--- config.mk ---
export PLATFORM = sky130hd
export DESIGN_NAME = gns_ctrl
export DESIGN_NICKNAME = d
export VERILOG_FILES = /design/src/gns_pkg.sv /design/src/gns_ctrl.sv
export VERILOG_INCLUDE_DIRS = /design/src /design/src/src
export SDC_FILE = /design/constraint.sdc
export NUM_CORES = 1
export LEC_CHECK = 0
export BUFFER_PORTS_ARGS = -buffer_cell sky130_fd_sc_hd__buf_2
export CORE_MARGIN = 5
export CORE_UTILIZATION = 50
export DETAILED_ROUTE_END_ITERATION = 10
export GPL_TIMING_DRIVEN = 0
export PLACE_DENSITY = 0.74
export REMOVE_ABC_BUFFERS = 1
export SYNTH_ARGS = -nofsm -noshare
export SYNTH_HDL_FRONTEND = slang
export SYNTH_SLANG_ARGS = --single-unit
--- constraint.sdc ---
create_clock -name clk -period 2.6 [get_ports clk]
set_input_delay 0.26 -clock clk [delete_from_list [all_inputs] [get_ports clk]]
set_output_delay 0.26 -clock clk [all_outputs]
set_load 0.05 [all_outputs]
--- src/gradient_norm_statistics_macros.svh ---
// assertion macros shared by the rtl
`ifndef GRADIENT_NORM_STATISTICS_MACROS_SVH
`define GRADIENT_NORM_STATISTICS_MACROS_SVH

// property that must hold at every edge out of reset
`define GNS_ASSERT_ALWAYS(label, clk, rst, prop) \
  label: assert property (@(posedge clk) disable iff (rst) (prop)) \
    else $error("gns check failed");

// implication checked in the cycle after the condition
`define GNS_ASSERT_NEXT(label, clk, rst, cond, prop) \
  label: assert property (@(posedge clk) disable iff (rst) (cond) |=> (prop)) \
    else $error("gns check failed");

`endif

--- src/gns_pkg.sv ---
`timescale 1ns / 1ps
`default_nettype none
package gns_pkg;
  localparam int unsigned MaxElements = 65536;
  localparam int unsigned ValueBits = 16;

  localparam logic [1:0] ACT_GRAD = 2'd0;
  localparam logic [1:0] ACT_WEIGHT = 2'd1;
  localparam logic [1:0] ACT_FLUSH = 2'd2;

  // datapath operation codes
  typedef enum logic [2:0] {
    OP_NONE  = 3'd0,
    OP_SQRT  = 3'd1,
    OP_DIV   = 3'd2
  } op_t;

  // sqrt / divide operand selection
  typedef enum logic [2:0] {
    SEL_GNORM = 3'd0,
    SEL_WNORM = 3'd1,
    SEL_VAR   = 3'd2,
    SEL_GLOB  = 3'd3,
    SEL_MEAN  = 3'd4,
    SEL_DEV   = 3'd5,
    SEL_RATIO = 3'd6
  } sel_t;

  typedef struct packed {
    logic accept;
    logic flush;
    logic start_op;
    op_t  op;
    sel_t sel;
    logic emit_layer;
    logic emit_flush;
  } cmd_t;

  typedef struct packed {
    logic op_done;
    logic have_grad;
    logic wnorm_zero;
  } stat_t;
endpackage
`default_nettype wire

--- src/gns_ctrl.sv ---
`timescale 1ns / 1ps
`default_nettype none
`include "gradient_norm_statistics_macros.svh"
module gns_ctrl (
  input  wire logic            clk,
  input  wire logic            rst,
  input  wire logic            start,
  input  wire logic [1:0]      action,
  input  wire logic            last,
  input  wire gns_pkg::stat_t  stat,
  output logic                 busy,
  output gns_pkg::cmd_t        cmd
);
  typedef enum logic [9:0] {
    S_IDLE  = 10'b0000000001,
    S_GN    = 10'b0000000010,
    S_WN    = 10'b0000000100,
    S_VAR   = 10'b0000001000,
    S_MEAN  = 10'b0000010000,
    S_DEV   = 10'b0000100000,
    S_RATIO = 10'b0001000000,
    S_OUT   = 10'b0010000000,
    S_GLOB  = 10'b0100000000,
    S_FOUT  = 10'b1000000000
  } state_t;

  state_t state, state_next;
  logic   issued, issued_next;

  assign busy = (state != S_IDLE);

  always_comb begin
    state_next  = state;
    issued_next = issued;
    cmd = '0;
    cmd.op = gns_pkg::OP_NONE;
    cmd.sel = gns_pkg::SEL_GNORM;
    unique case (state)
      S_IDLE: begin
        if (start) begin
          cmd.accept = 1'b1;
          if (action == gns_pkg::ACT_FLUSH) state_next = S_GLOB;
          else if (action == gns_pkg::ACT_WEIGHT && last) state_next = S_GN;
          issued_next = 1'b0;
        end
      end
      S_OUT: begin
        cmd.emit_layer = 1'b1;
        state_next = S_IDLE;
      end
      S_FOUT: begin
        cmd.emit_flush = 1'b1;
        cmd.flush = 1'b1;
        state_next = S_IDLE;
      end
      default: begin
        priority case (state)
          S_GN:    begin cmd.op = gns_pkg::OP_SQRT; cmd.sel = gns_pkg::SEL_GNORM; end
          S_WN:    begin cmd.op = gns_pkg::OP_SQRT; cmd.sel = gns_pkg::SEL_WNORM; end
          S_VAR:   begin cmd.op = gns_pkg::OP_SQRT; cmd.sel = gns_pkg::SEL_VAR; end
          S_MEAN:  begin cmd.op = gns_pkg::OP_DIV;  cmd.sel = gns_pkg::SEL_MEAN; end
          S_DEV:   begin cmd.op = gns_pkg::OP_DIV;  cmd.sel = gns_pkg::SEL_DEV; end
          S_RATIO: begin cmd.op = gns_pkg::OP_DIV;  cmd.sel = gns_pkg::SEL_RATIO; end
          default: begin cmd.op = gns_pkg::OP_SQRT; cmd.sel = gns_pkg::SEL_GLOB; end
        endcase
        // skip work whose answer is forced to zero
        if (!issued && ((state == S_VAR || state == S_MEAN || state == S_DEV) &&
            !stat.have_grad || state == S_RATIO && stat.wnorm_zero)) begin
          cmd.op = gns_pkg::OP_NONE;
        end
        if (cmd.op == gns_pkg::OP_NONE || (issued && stat.op_done)) begin
          issued_next = 1'b0;
          priority case (state)
            S_GN:    state_next = S_WN;
            S_WN:    state_next = S_VAR;
            S_VAR:   state_next = S_MEAN;
            S_MEAN:  state_next = S_DEV;
            S_DEV:   state_next = S_RATIO;
            S_RATIO: state_next = S_OUT;
            default: state_next = S_FOUT;
          endcase
        end else if (!issued) begin
          cmd.start_op = 1'b1;
          issued_next = 1'b1;
        end
      end
    endcase
  end

  always_ff @(posedge clk) begin
    if (rst) begin
      state  <= S_IDLE;
      issued <= 1'b0;
    end else begin
      state  <= state_next;
      issued <= issued_next;
    end
  end

  `GNS_ASSERT_ALWAYS(a_onehot, clk, rst, $onehot(state))
  `GNS_ASSERT_ALWAYS(a_no_accept_busy, clk, rst, !(cmd.accept && busy))
  `GNS_ASSERT_NEXT(a_out_idle, clk, rst, cmd.emit_layer || cmd.emit_flush, state == S_IDLE)
endmodule
`default_nettype wire

==> metrics.log, run 1 <==
INFO  metric result_of_the_run = complete, no violations
INFO  metric grt_overflow_total = 0
INFO  metric timing.max_slew.rel_slack = 0.6635
INFO  metric antenna-diode-count = 0
INFO  metric final_design_instance_area_without_fill = approximately 0.0011 mm²
INFO  metric cts.path.max_buffers = 2
INFO  metric netSwitchingPower = about 0.0008 W
INFO  metric vias_post_dr = approximately 990
INFO  metric core-area = roughly 0.0019 mm²
INFO  metric clock_latency = 0.29 ns
INFO  metric port_buffers = 19
INFO  metric timing.critical_path.arrival = between 2 and 2.5 ns
INFO  metric preCtsSetupSlack = about 0.058 ns
INFO  metric worst_path_largest_cell_delay = ~0.58 ns
INFO  metric syn-mean-instance-area = between 8 and 9 µm²
INFO  metric drt_pre_antenna_iters = 4
INFO  metric top_count_cell_post_synth = sky130_fd_sc_hd__dfxtp_1
INFO  metric final-setup-viol-count = 0
INFO  metric timing.final.crit_period = around 2.5 ns
INFO  metric number_of_cells_in_the_finished_layout_apart_from_fillers = about 170
INFO  metric max_clock_freq = about 0.4 GHz
INFO  metric area_growth_syn_to_layout = 14.62%
INFO  metric clock_tree.root_cell = sky130_fd_sc_hd__clkbuf_4
INFO  metric grt.total_usage = 0.1801
INFO  metric critical-path-top-delay-family = simple AND/OR/NAND/NOR gates
INFO  metric powerDensity = between 1000 and 1500 mW/mm²
INFO  metric postLayoutSetupSlackWorst = about 0.091 ns
INFO  metric die-width = approximately 55 µm
INFO  metric cts_sinks = 11
INFO  metric power.share.switching = 0.5812
INFO  metric ff2ff_path_depth = 5
INFO  metric post_route_antenna_net_violation_count = 0
INFO  metric critical_path_required = about 2.3 ns
INFO  metric worst_pin_slew = 0.4920 ns
INFO  metric postSynth.asyncResetShare = 0
INFO  metric power.share.sequential = 0.186
INFO  metric critical_path.n_buffers_inverters = 1
INFO  metric hold_path_stages = 3
INFO  metric grt_pass1_wl = roughly 3.8 mm
INFO  metric start_util = 0.5155
INFO  metric floorplan.die_area = between 0.002 and 0.003 mm²
INFO  metric first_global_vias = 886
INFO  metric gp_congestion = 0.7758
INFO  metric fin_nets = 150
INFO  metric drt-initial-drc-count = 9
INFO  metric crit_path_max_fanout = 7
INFO  metric remaining_routing_drc_violations = 0
INFO  metric number_of_synthesized_flops_with_an_enable_pin = 0
INFO  metric pwr-share-clk = 0.089
INFO  metric critical-path-slowest-cell = sky130_fd_sc_hd__or4_4
INFO  metric clkSlewWorstSetupHoldPaths = ~0.08 ns
INFO  metric place.detailed.hpwl = between 1.5 and 2 mm
INFO  metric synth_cell_types = 41
INFO  metric cellLeakagePower = 0.4471 nW
INFO  metric yosysSeqAreaShare = 0.2200
INFO  metric dpl.cell_count = between 150 and 200
INFO  metric post_dp_cell_area = between 0.001 and 0.0015 mm²
INFO  metric slew_violations = 0
INFO  metric startpoint_type = flip-flop
INFO  metric internal_power = ~0.00058 W
INFO  metric crit_type = flip-flop to output port
INFO  metric htree_num_levels = 1
INFO  metric synth-warning-count = 0
INFO  metric tritoncts = yes
INFO  metric count_of_final_hold_check_violations = 0
INFO  metric synth_commonest_cells = sky130_fd_sc_hd__dfxtp_1 (11), sky130_fd_sc_hd__nand2b_1 (10), sky130_fd_sc_hd__o21ai_0 (9), sky130_fd_sc_hd__nor3_1 (8), sky130_fd_sc_hd__nand2_1 (7)
INFO  metric final_layout_size_suffix_gt1_frac = 0.3071
INFO  metric final.fill_count = about 190
INFO  metric count_of_state_elements_after_synthesis = 11
INFO  metric post-route-period-util = 0.9652
INFO  metric yosys.area.top_type_share = 0.2200
INFO  metric postCtsHoldBufs = 0
INFO  metric postSynthCellCount = ~130
INFO  metric fin_skew = 0.01295 ns
INFO  metric die_h = approximately 55 µm
INFO  metric vdd_ir_drop_max = roughly 0.61 mV
INFO  metric number_of_cells_on_the_critical_path = 6
INFO  metric totalWireLength = 2.326 mm
INFO  metric wl_per_cell = roughly 14 µm
INFO  metric timing.critical_path.cells = or4_4 > nor3_4 > nand2b_4 > or3_1 > a31oi_1 > buf_4
INFO  metric route.detailed.vias_per_inst = 5.898
INFO  metric maxCapViolations = 0
INFO  metric cts_made_buffers = 3
INFO  metric synth-main-ff-cell = sky130_fd_sc_hd__dfxtp_1
INFO  metric pin_count_of_the_biggest_net_entering_global_routing = 19
INFO  metric timing.critical_path.to_type = output port
INFO  metric antenna_found_initial = 0
INFO  metric io_pins = 21
INFO  metric synth_top_cell_by_area = sky130_fd_sc_hd__dfxtp_1
INFO  metric post_synth_main_area_contributors = sky130_fd_sc_hd__dfxtp_1 (22%), sky130_fd_sc_hd__mux2_4 (7.5%), sky130_fd_sc_hd__nand2b_1 (6.3%), sky130_fd_sc_hd__o21ai_0 (4.5%), sky130_fd_sc_hd__mux2i_1 (4.0%)
INFO  metric hold_crit_class = primary input to flip-flop
INFO  metric p_comb_frac = 0.726
INFO  metric fp-row-count = 16
INFO  metric synth.cell_area = 0.001001 mm²
INFO  metric hold-worst-slack = 0.3482 ns
## layout make-up
cell class                      count  area [µm²]  share of cell area
Multi-Input combinational cell    101       739.5              0.6445
Sequential cell                    11       222.7              0.1941
Timing Repair Buffer               21       112.6             0.09815
Tap cell                           27       33.78             0.02944
Clock buffer                        3       22.52             0.01963
Inverter                            3       11.26            0.009815
Clock inverter                      1       5.005            0.004362
## worst register-to-register path, delay by kind of cell, from the launching register on
family | cells | cell delay (ns)
AO/OA/AOI/OAI | 3 | 0.85
AND/OR/NAND/NOR | 1 | 0.72
flip-flops | 1 | 0.43
multiplexers | 1 | 0.34
## flip-flops by register name, summed over array words and instances, names as in the netlist
| register | cells |
|---|---|
| state | 10 |
| issued | 1 |
## power by group through the flow
stage               Combinational (W)  Sequential [W]  Clock (W)
finish                        0.00101        0.000258   0.000123
global route                  0.00107        0.000265   0.000133
global placement             0.000950        0.000256          0
floorplan                    0.000781        0.000244          0
detailed placement           0.000964        0.000258          0
CTS                           0.00101        0.000257   0.000124
## path summary, 6_finish.rpt
| kind | from | to | slack, ns |
|---|---|---|---|
| hold / removal | stat[2] | issued | 0.35 |
| hold reg to reg | state[4] | state[4] | 0.57 |
| setup reg to reg | state[5] | state[8] | 0.13 |
| setup / recovery | state[9] | cmd[3] | 0.09 |
## cells by family after synthesis
logic type | share of synthesized area
compound gates | 0.1662
flops | 0.2200
other cells | 0.003746
mux | 0.1150
buf+inv | 0.05874
simple gates | 0.4100
xor+xnor | 0.02625
## metal layers
layer / GRT usage / part of all wire
met5: 0 / 0
met4: 0.09959 / 0.021
met3: 0.05177 / 0.057
met2: 0.3130 / 0.51
met1: 0.1925 / 0.42
## per-stage QoR
| step | TNS (ns) | utilization | total power, W |
|---|---|---|---|
| finish | 0 | 0.5909 | 0.001390 |
| global route | -0.007308 | 0.5909 | 0.001471 |
| CTS | 0 | 0.5825 | 0.001388 |
| detailed placement | 0 | 0.5573 | 0.001222 |
| global placement | 0 | 0.5573 | 0.001206 |
| floorplan | -2.509 | - | 0.001025 |
## layout by cell type, fill, tap and decap left out, types with 2 or more instances in the layout
cell type	Yosys	final
sky130_fd_sc_hd__nor3b_1	5	5
sky130_fd_sc_hd__nor2b_1	6	6
sky130_fd_sc_hd__mux2i_1	4	4
sky130_fd_sc_hd__buf_2	2	18
sky130_fd_sc_hd__nand2b_1	10	9
sky130_fd_sc_hd__inv_1	3	3
sky130_fd_sc_hd__clkbuf_4	0	3
sky130_fd_sc_hd__xor2_1	2	2
sky130_fd_sc_hd__dfxtp_2	0	2
sky130_fd_sc_hd__or3_1	2	2
sky130_fd_sc_hd__mux2_4	5	5
sky130_fd_sc_hd__nand4b_1	2	2
sky130_fd_sc_hd__nor3_1	8	8
sky130_fd_sc_hd__nand3_1	2	2
sky130_fd_sc_hd__a31oi_1	3	2
sky130_fd_sc_hd__nor2_1	6	6
sky130_fd_sc_hd__buf_4	2	3
sky130_fd_sc_hd__o21ai_0	9	9
sky130_fd_sc_hd__nand2_1	7	7
sky130_fd_sc_hd__a21oi_1	3	3
sky130_fd_sc_hd__nor4_1	3	3
sky130_fd_sc_hd__dfxtp_1	11	9
sky130_fd_sc_hd__or4_4	1	2
sky130_fd_sc_hd__or4_1	3	2
sky130_fd_sc_hd__a211oi_1	3	3
## timing repair
item	in CTS	in global routing
buffers inserted	1	1
endpoints found under the hold margin	0	0
pin swaps	1	2
endpoints found under the setup margin	2	9
gates resized for setup	3	3
Power figures use the tool's default switching activity.
==> run 2: changes to the inputs <==
RECOVER_POWER = 25   (was unset)
==> run 2 against run 1 <==
Final cell count stayed put. Utilization down 0.13 points. Final area is 0.22% lower. Fmax about the same. Sequential power hardly changed. Non-clock buffer count stayed put.
==> metrics.log, run 2 (same netlist as run 1, synthesis figures left out) <==
INFO  metric core-area = slightly below 0.002 mm²
INFO  metric cts_made_buffers = 3
INFO  metric layout.cells.most_common = sky130_fd_sc_hd__buf_2
INFO  metric start_util = 0.5155
INFO  metric remaining_routing_drc_violations = 0
INFO  metric grt_overflow_total = 0
INFO  metric crit_type = flip-flop to output port
INFO  metric number_of_cells_in_the_finished_layout_apart_from_fillers = approximately 170
INFO  metric gp_congestion = ~0.78
INFO  metric fp-row-count = 16
INFO  metric max_clock_freq = between 0.3 and 0.4 GHz
INFO  metric final.fill_count = ~190
INFO  metric wl_per_cell = 13.96 µm
INFO  metric startpoint_type = flip-flop
INFO  metric hold_path_stages = 3
INFO  metric tritoncts = yes
INFO  metric drt_pre_antenna_iters = 4
INFO  metric floorplan.die_area = 0.002996 mm²
INFO  metric power.share.sequential = 0.186
INFO  metric maxCapViolations = 0
INFO  metric powerDensity = around 1200 mW/mm²
INFO  metric hold_path_startpoint = stat[2]
INFO  metric fin_skew = around 0.014 ns
INFO  metric timing.hold.worst_endpoint = issued
INFO  metric final-setup-viol-count = 0
INFO  metric result_of_the_run = complete, no violations
INFO  metric timing.critical_path.to_type = output port
INFO  metric internal_power = roughly 0.00058 W
INFO  metric grt_pass1_wl = around 3.8 mm
INFO  metric route.detailed.vias_per_inst = between 5 and 6
INFO  metric cts_sinks = 11
INFO  metric post_route_antenna_net_violation_count = 0
INFO  metric pin_count_of_the_biggest_net_entering_global_routing = 19
INFO  metric tns = 0 ns
INFO  metric vdd_ir_drop_max = ~0.6 mV
INFO  metric timing.final.crit_period = between 2 and 3 ns
INFO  metric antenna_found_initial = 0
INFO  metric post-route-period-util = 0.9653
INFO  metric critical_path_required = approximately 2.3 ns
INFO  metric count_of_final_hold_check_violations = 0
INFO  metric htree_num_levels = 1
INFO  metric cellLeakagePower = between 0.4 and 0.5 nW
INFO  metric crit_path_max_fanout = 7
INFO  metric grt.total_usage = 0.1801
INFO  metric cts.path.max_buffers = 2
INFO  metric regToRegEndpoint = state[8]
INFO  metric fin_nets = 150
INFO  metric final_layout_size_suffix_gt1_frac = 0.2929
INFO  metric timing.max_slew.rel_slack = 0.6078
INFO  metric power.share.switching = 0.5831
INFO  metric worst_pin_slew = 0.5909 ns
INFO  metric die_h = ~55 µm
INFO  metric area_growth_syn_to_layout = 14.38%
INFO  metric ff2ff_path_depth = 5
INFO  metric hold_crit_class = primary input to flip-flop
INFO  metric pwr-share-clk = 0.089
INFO  metric totalWireLength = roughly 2.3 mm
INFO  metric reg2reg_slack = between 0.1 and 0.15 ns
INFO  metric drt-initial-drc-count = 9
INFO  metric largest_reg_flops = 10
INFO  metric place.detailed.hpwl = 1.704 mm
INFO  metric slew_violations = 0
INFO  metric timing.critical_path.arrival = 2.25 ns
INFO  metric clkSlewWorstSetupHoldPaths = ~0.08 ns
INFO  metric postCtsHoldBufs = 0
INFO  metric io_pins = 21
INFO  metric die-width = 54.74 µm
INFO  metric vias_post_dr = approximately 990
INFO  metric rr_startpoint = state[5]
INFO  metric largest_register = state
INFO  metric netSwitchingPower = around 0.0008 W
INFO  metric highest_count_cells_in_the_layout_ignoring_fill_and_taps = sky130_fd_sc_hd__buf_2 (16), sky130_fd_sc_hd__o21ai_0 (9), sky130_fd_sc_hd__nand2b_1 (9), sky130_fd_sc_hd__dfxtp_1 (9), sky130_fd_sc_hd__nor3_1 (8)
INFO  metric clock_latency = between 0.2 and 0.3 ns
INFO  metric largestRegisters = state x10, issued x1
INFO  metric dpl.cell_count = 161
INFO  metric clock_tree.root_cell = sky130_fd_sc_hd__clkbuf_4
INFO  metric port_buffers = 19
INFO  metric p_comb_frac = 0.725
INFO  metric antenna-diode-count = 0
INFO  metric first_global_vias = 886
[run 2: cell count changes in the layout (fill, tap and decap cells not counted), sizes merged]
cell,previous run,this run
buf,21,19
clkbuf,3,5
[run 2: layout make-up]
type,count,area [µm²],share of cell area
flip-flops and latches,11,222.7,0.1945
multi-input cells,101,739.5,0.6459
inverters,3,11.26,0.009836
clock buffers,3,22.52,0.01967
well taps,27,33.78,0.02951
clock inverters,1,5.005,0.004372
repair buffers,21,110.1,0.09618
[run 2: stage by stage]
| step | hold slack (ns) | total power [W] | util | setup WS, ns | instance area (µm²) |
|---|---|---|---|---|---|
| 2_1_floorplan | 0.3328 | 0.001025 | - | -1.067 | 953.4 |
| 3_3_place_gp | 0.5537 | 0.001206 | 0.5573 | 0.1012 | 1082 |
| 3_5_place_dp | 0.5726 | 0.001222 | 0.5573 | 0.05845 | 1082 |
| 4_1_cts | 0.3524 | 0.001388 | 0.5825 | 0.004996 | 1131 |
| 5_1_grt | 0.3661 | 0.001467 | 0.5896 | -0.007307 | 1145 |
| 6_report | 0.3479 | 0.001387 | 0.5896 | 0.09025 | 1145 |
[run 2: critical path: stages (launching register included)]
cell and delay, ns:
sky130_fd_sc_hd__dfxtp_1 0.37, sky130_fd_sc_hd__or4_4 0.58, sky130_fd_sc_hd__nor3_4 0.19, sky130_fd_sc_hd__nand2b_4 0.10, sky130_fd_sc_hd__or3_1 0.32, sky130_fd_sc_hd__a31oi_1 0.17, sky130_fd_sc_hd__buf_4 0.22
[run 2: power by group through the flow]
stage	sequential (W)	combinational, W	clock, W
2_1_floorplan	0.000244	0.000781	0
3_3_place_gp	0.000256	0.000950	0
3_5_place_dp	0.000258	0.000964	0
4_1_cts	0.000257	0.00101	0.000124
5_1_grt	0.000265	0.00107	0.000133
6_report	0.000258	0.00100	0.000124
[run 2: routing by layer]
| layer | wire [µm] | track usage | vias up |
|---|---|---|---|
| met5 | 0 | 0 | - |
| met4 | 48 | 0.09959 | 0 |
| met3 | 133 | 0.05177 | 4 |
| met2 | 1184 | 0.3130 | 23 |
| met1 | 966 | 0.1925 | 468 |
| li1 | - | - | 496 |
[run 2: worst max path at each step]
stage	startpoint	end	slack [ns]	cells after the start
after global routing	state[5]	cmd[8]	-0.007	5
after detailed placement	state[4]	state[5]	0.06	5
after CTS	state[4]	cmd[8]	0.005	5
after floorplan	state[3]	cmd[0]	-1.07	4
after global placement	state[0]	cmd[3]	0.10	6
final	state[9]	cmd[3]	0.09	6
[run 2: timing repair]
| action | in CTS | in global routing |
|---|---|---|
| setup buffers | 1 | 1 |
| resized for setup | 3 | 3 |
| pin swaps | 1 | 2 |
| setup endpoints to repair | 2 | 9 |
| cloned | 0 | 0 |
| hold endpoints to repair | 0 | 0 |
==> run 3: changes to the inputs <==
PLACE_DENSITY = 0.78   (was 0.74)
==> run 3 against run 2 <==
Worst hold slack improved by 0.0040 ns. Wire length rose by 0.39%. Critical path depth did not move. Flip-flop and latch count did not move. Final cell count fell by 0.60%. Die area did not move. Sequential power barely moved. Combinational power barely moved. Total power fell by 0.95%. Critical endpoint unchanged. Largest cell class unchanged.
==> metrics.log, run 3 (same netlist as run 1, synthesis figures left out) <==
INFO  metric tns = 0 ns
INFO  metric die_h = 54.74 µm
INFO  metric startpoint_type = flip-flop
INFO  metric wl_per_cell = between 10 and 15 µm
INFO  metric antenna_found_initial = 0
INFO  metric cts_sinks = 11
INFO  metric clock_tree.root_cell = sky130_fd_sc_hd__clkbuf_4
INFO  metric die-width = approximately 55 µm
INFO  metric start_util = 0.5155
INFO  metric timing.critical_path.arrival = ~2.3 ns
INFO  metric io_pins = 21
INFO  metric tritoncts = yes
INFO  metric multi_input_area = around 740 µm²
INFO  metric powerDensity = between 1000 and 1500 mW/mm²
INFO  metric drt_pre_antenna_iters = 4
INFO  metric port_buffers = 19
INFO  metric timing.max_slew.rel_slack = 0.6080
INFO  metric post_route_antenna_net_violation_count = 0
INFO  metric largest_reg_flops = 10
INFO  metric grt.total_usage = 0.1757
INFO  metric grt_pass1_wl = between 3 and 4 mm
INFO  metric max_clock_freq = around 0.4 GHz
INFO  metric postCtsHoldBufs = 0
INFO  metric postLayoutSetupSlackWorst = 0.07859 ns
INFO  metric maxCapViolations = 0
INFO  metric largest_register = state
INFO  metric count_of_final_hold_check_violations = 0
INFO  metric core-area = 0.001942 mm²
INFO  metric totalWireLength = 2.341 mm
INFO  metric largestRegisters = state x10, issued x1
INFO  metric final_layout_size_suffix_gt1_frac = 0.2878
INFO  metric crit_path_max_fanout = 7
INFO  metric timing.critical_path.to_type = output port
INFO  metric ff_latch_area = roughly 220 µm²
INFO  metric htree_num_levels = 1
INFO  metric route.detailed.vias_per_inst = between 5 and 6
INFO  metric hold_crit_class = primary input to flip-flop
INFO  metric area_growth_syn_to_layout = 13.62%
INFO  metric fin_skew = 0.005647 ns
INFO  metric floorplan.die_area = approximately 0.0030 mm²
INFO  metric critical_path_required = approximately 2.3 ns
INFO  metric rsz0062_at_grt = false
INFO  metric slew_violations = 0
INFO  metric antenna-diode-count = 0
INFO  metric pin_count_of_the_biggest_net_entering_global_routing = 19
INFO  metric dpl.cell_count = ~160
INFO  metric result_of_the_run = complete, no violations
INFO  metric drt-initial-drc-count = 18
INFO  metric clkSlewWorstSetupHoldPaths = 0.08 ns
INFO  metric final-setup-viol-count = 0
INFO  metric cellLeakagePower = around 0.43 nW
INFO  metric cts.path.max_buffers = 2
INFO  metric vdd_ir_drop_max = approximately 0.60 mV
INFO  metric post-route-period-util = 0.9698
INFO  metric vias_post_dr = between 900 and 1,000
INFO  metric timing.final.crit_period = 2.521 ns
INFO  metric worst_pin_slew = 0.5905 ns
INFO  metric cts_made_buffers = 3
INFO  metric reg2reg_slack = about 0.14 ns
INFO  metric highest_count_cells_in_the_layout_ignoring_fill_and_taps = sky130_fd_sc_hd__buf_2 (15), sky130_fd_sc_hd__o21ai_0 (9), sky130_fd_sc_hd__nand2b_1 (9), sky130_fd_sc_hd__dfxtp_1 (9), sky130_fd_sc_hd__nor3_1 (8)
INFO  metric crit_type = flip-flop to output port
INFO  metric clock_latency = around 0.27 ns
INFO  metric first_global_vias = around 860
INFO  metric layout.cells.most_common = sky130_fd_sc_hd__buf_2
INFO  metric final.fill_count = ~190
INFO  metric gp_congestion = a little under 0.8
INFO  metric number_of_cells_in_the_finished_layout_apart_from_fillers = roughly 170
INFO  metric fin_nets = 149
INFO  metric grt_overflow_total = 0
INFO  metric preCtsSetupSlack = approximately 0.054 ns
INFO  metric fp-row-count = 16
INFO  metric remaining_routing_drc_violations = 0
INFO  metric place.detailed.hpwl = between 1.5 and 2 mm
-- run 3: path summary, 6_finish.rpt --
check	depth (start not counted)	end	from
worst max-delay path	6	cmd[3]	state[0]
worst min-delay path	3	issued	stat[2]
worst max register to register	5	state[7]	state[5]
worst min register to register	2	issued	issued
-- run 3: metal layers --
layer  up-vias  track usage  share of wire
li1        487            -              -
met1       445       0.2042           0.46
met2        18       0.3091           0.49
met3         0      0.05722          0.044
met4         0      0.03734              0
met5         -            0              0
-- run 3: cell type report --
cell class,instances,share of cell area
inverters,3,0.009901
flip-flops and latches,11,0.1958
well taps,27,0.02970
multi-input cells,101,0.6502
repair buffers,20,0.09131
clock buffers,4,0.02310
-- run 3: power breakdown --
part	switching [W]	total [W]	internal, W
combinational	0.000683	0.000995	0.000312
sequential	0.0000577	0.000258	0.000200
clock	0.0000610	0.000121	0.0000595
-- run 3: repair_timing --
item	4_1_cts	5_1_grt
setup buffers	1	0
pin swaps	1	1
setup endpoints to repair	1	9
resized for setup	3	3
-- run 3: through the flow --
stage	power [W]	utilization	cell area, µm²	hold slack (ns)
after global placement	0.001200	0.5573	1082	0.5439
after CTS	0.001385	0.5818	1130	0.3495
after floorplan	0.001025	-	953.4	0.3328
after detailed placement	0.001215	0.5573	1082	0.5453
final	0.001373	0.5857	1137	0.3519
after global routing	0.001457	0.5857	1137	0.3685
-- run 3: critical path, stage by stage, from the launching register on --
cell and delay (ns):
sky130_fd_sc_hd__dfxtp_1 0.37, sky130_fd_sc_hd__or4_4 0.61, sky130_fd_sc_hd__nor3_4 0.20, sky130_fd_sc_hd__nand2b_4 0.10, sky130_fd_sc_hd__or3_1 0.32, sky130_fd_sc_hd__a31oi_1 0.17, sky130_fd_sc_hd__buf_4 0.22
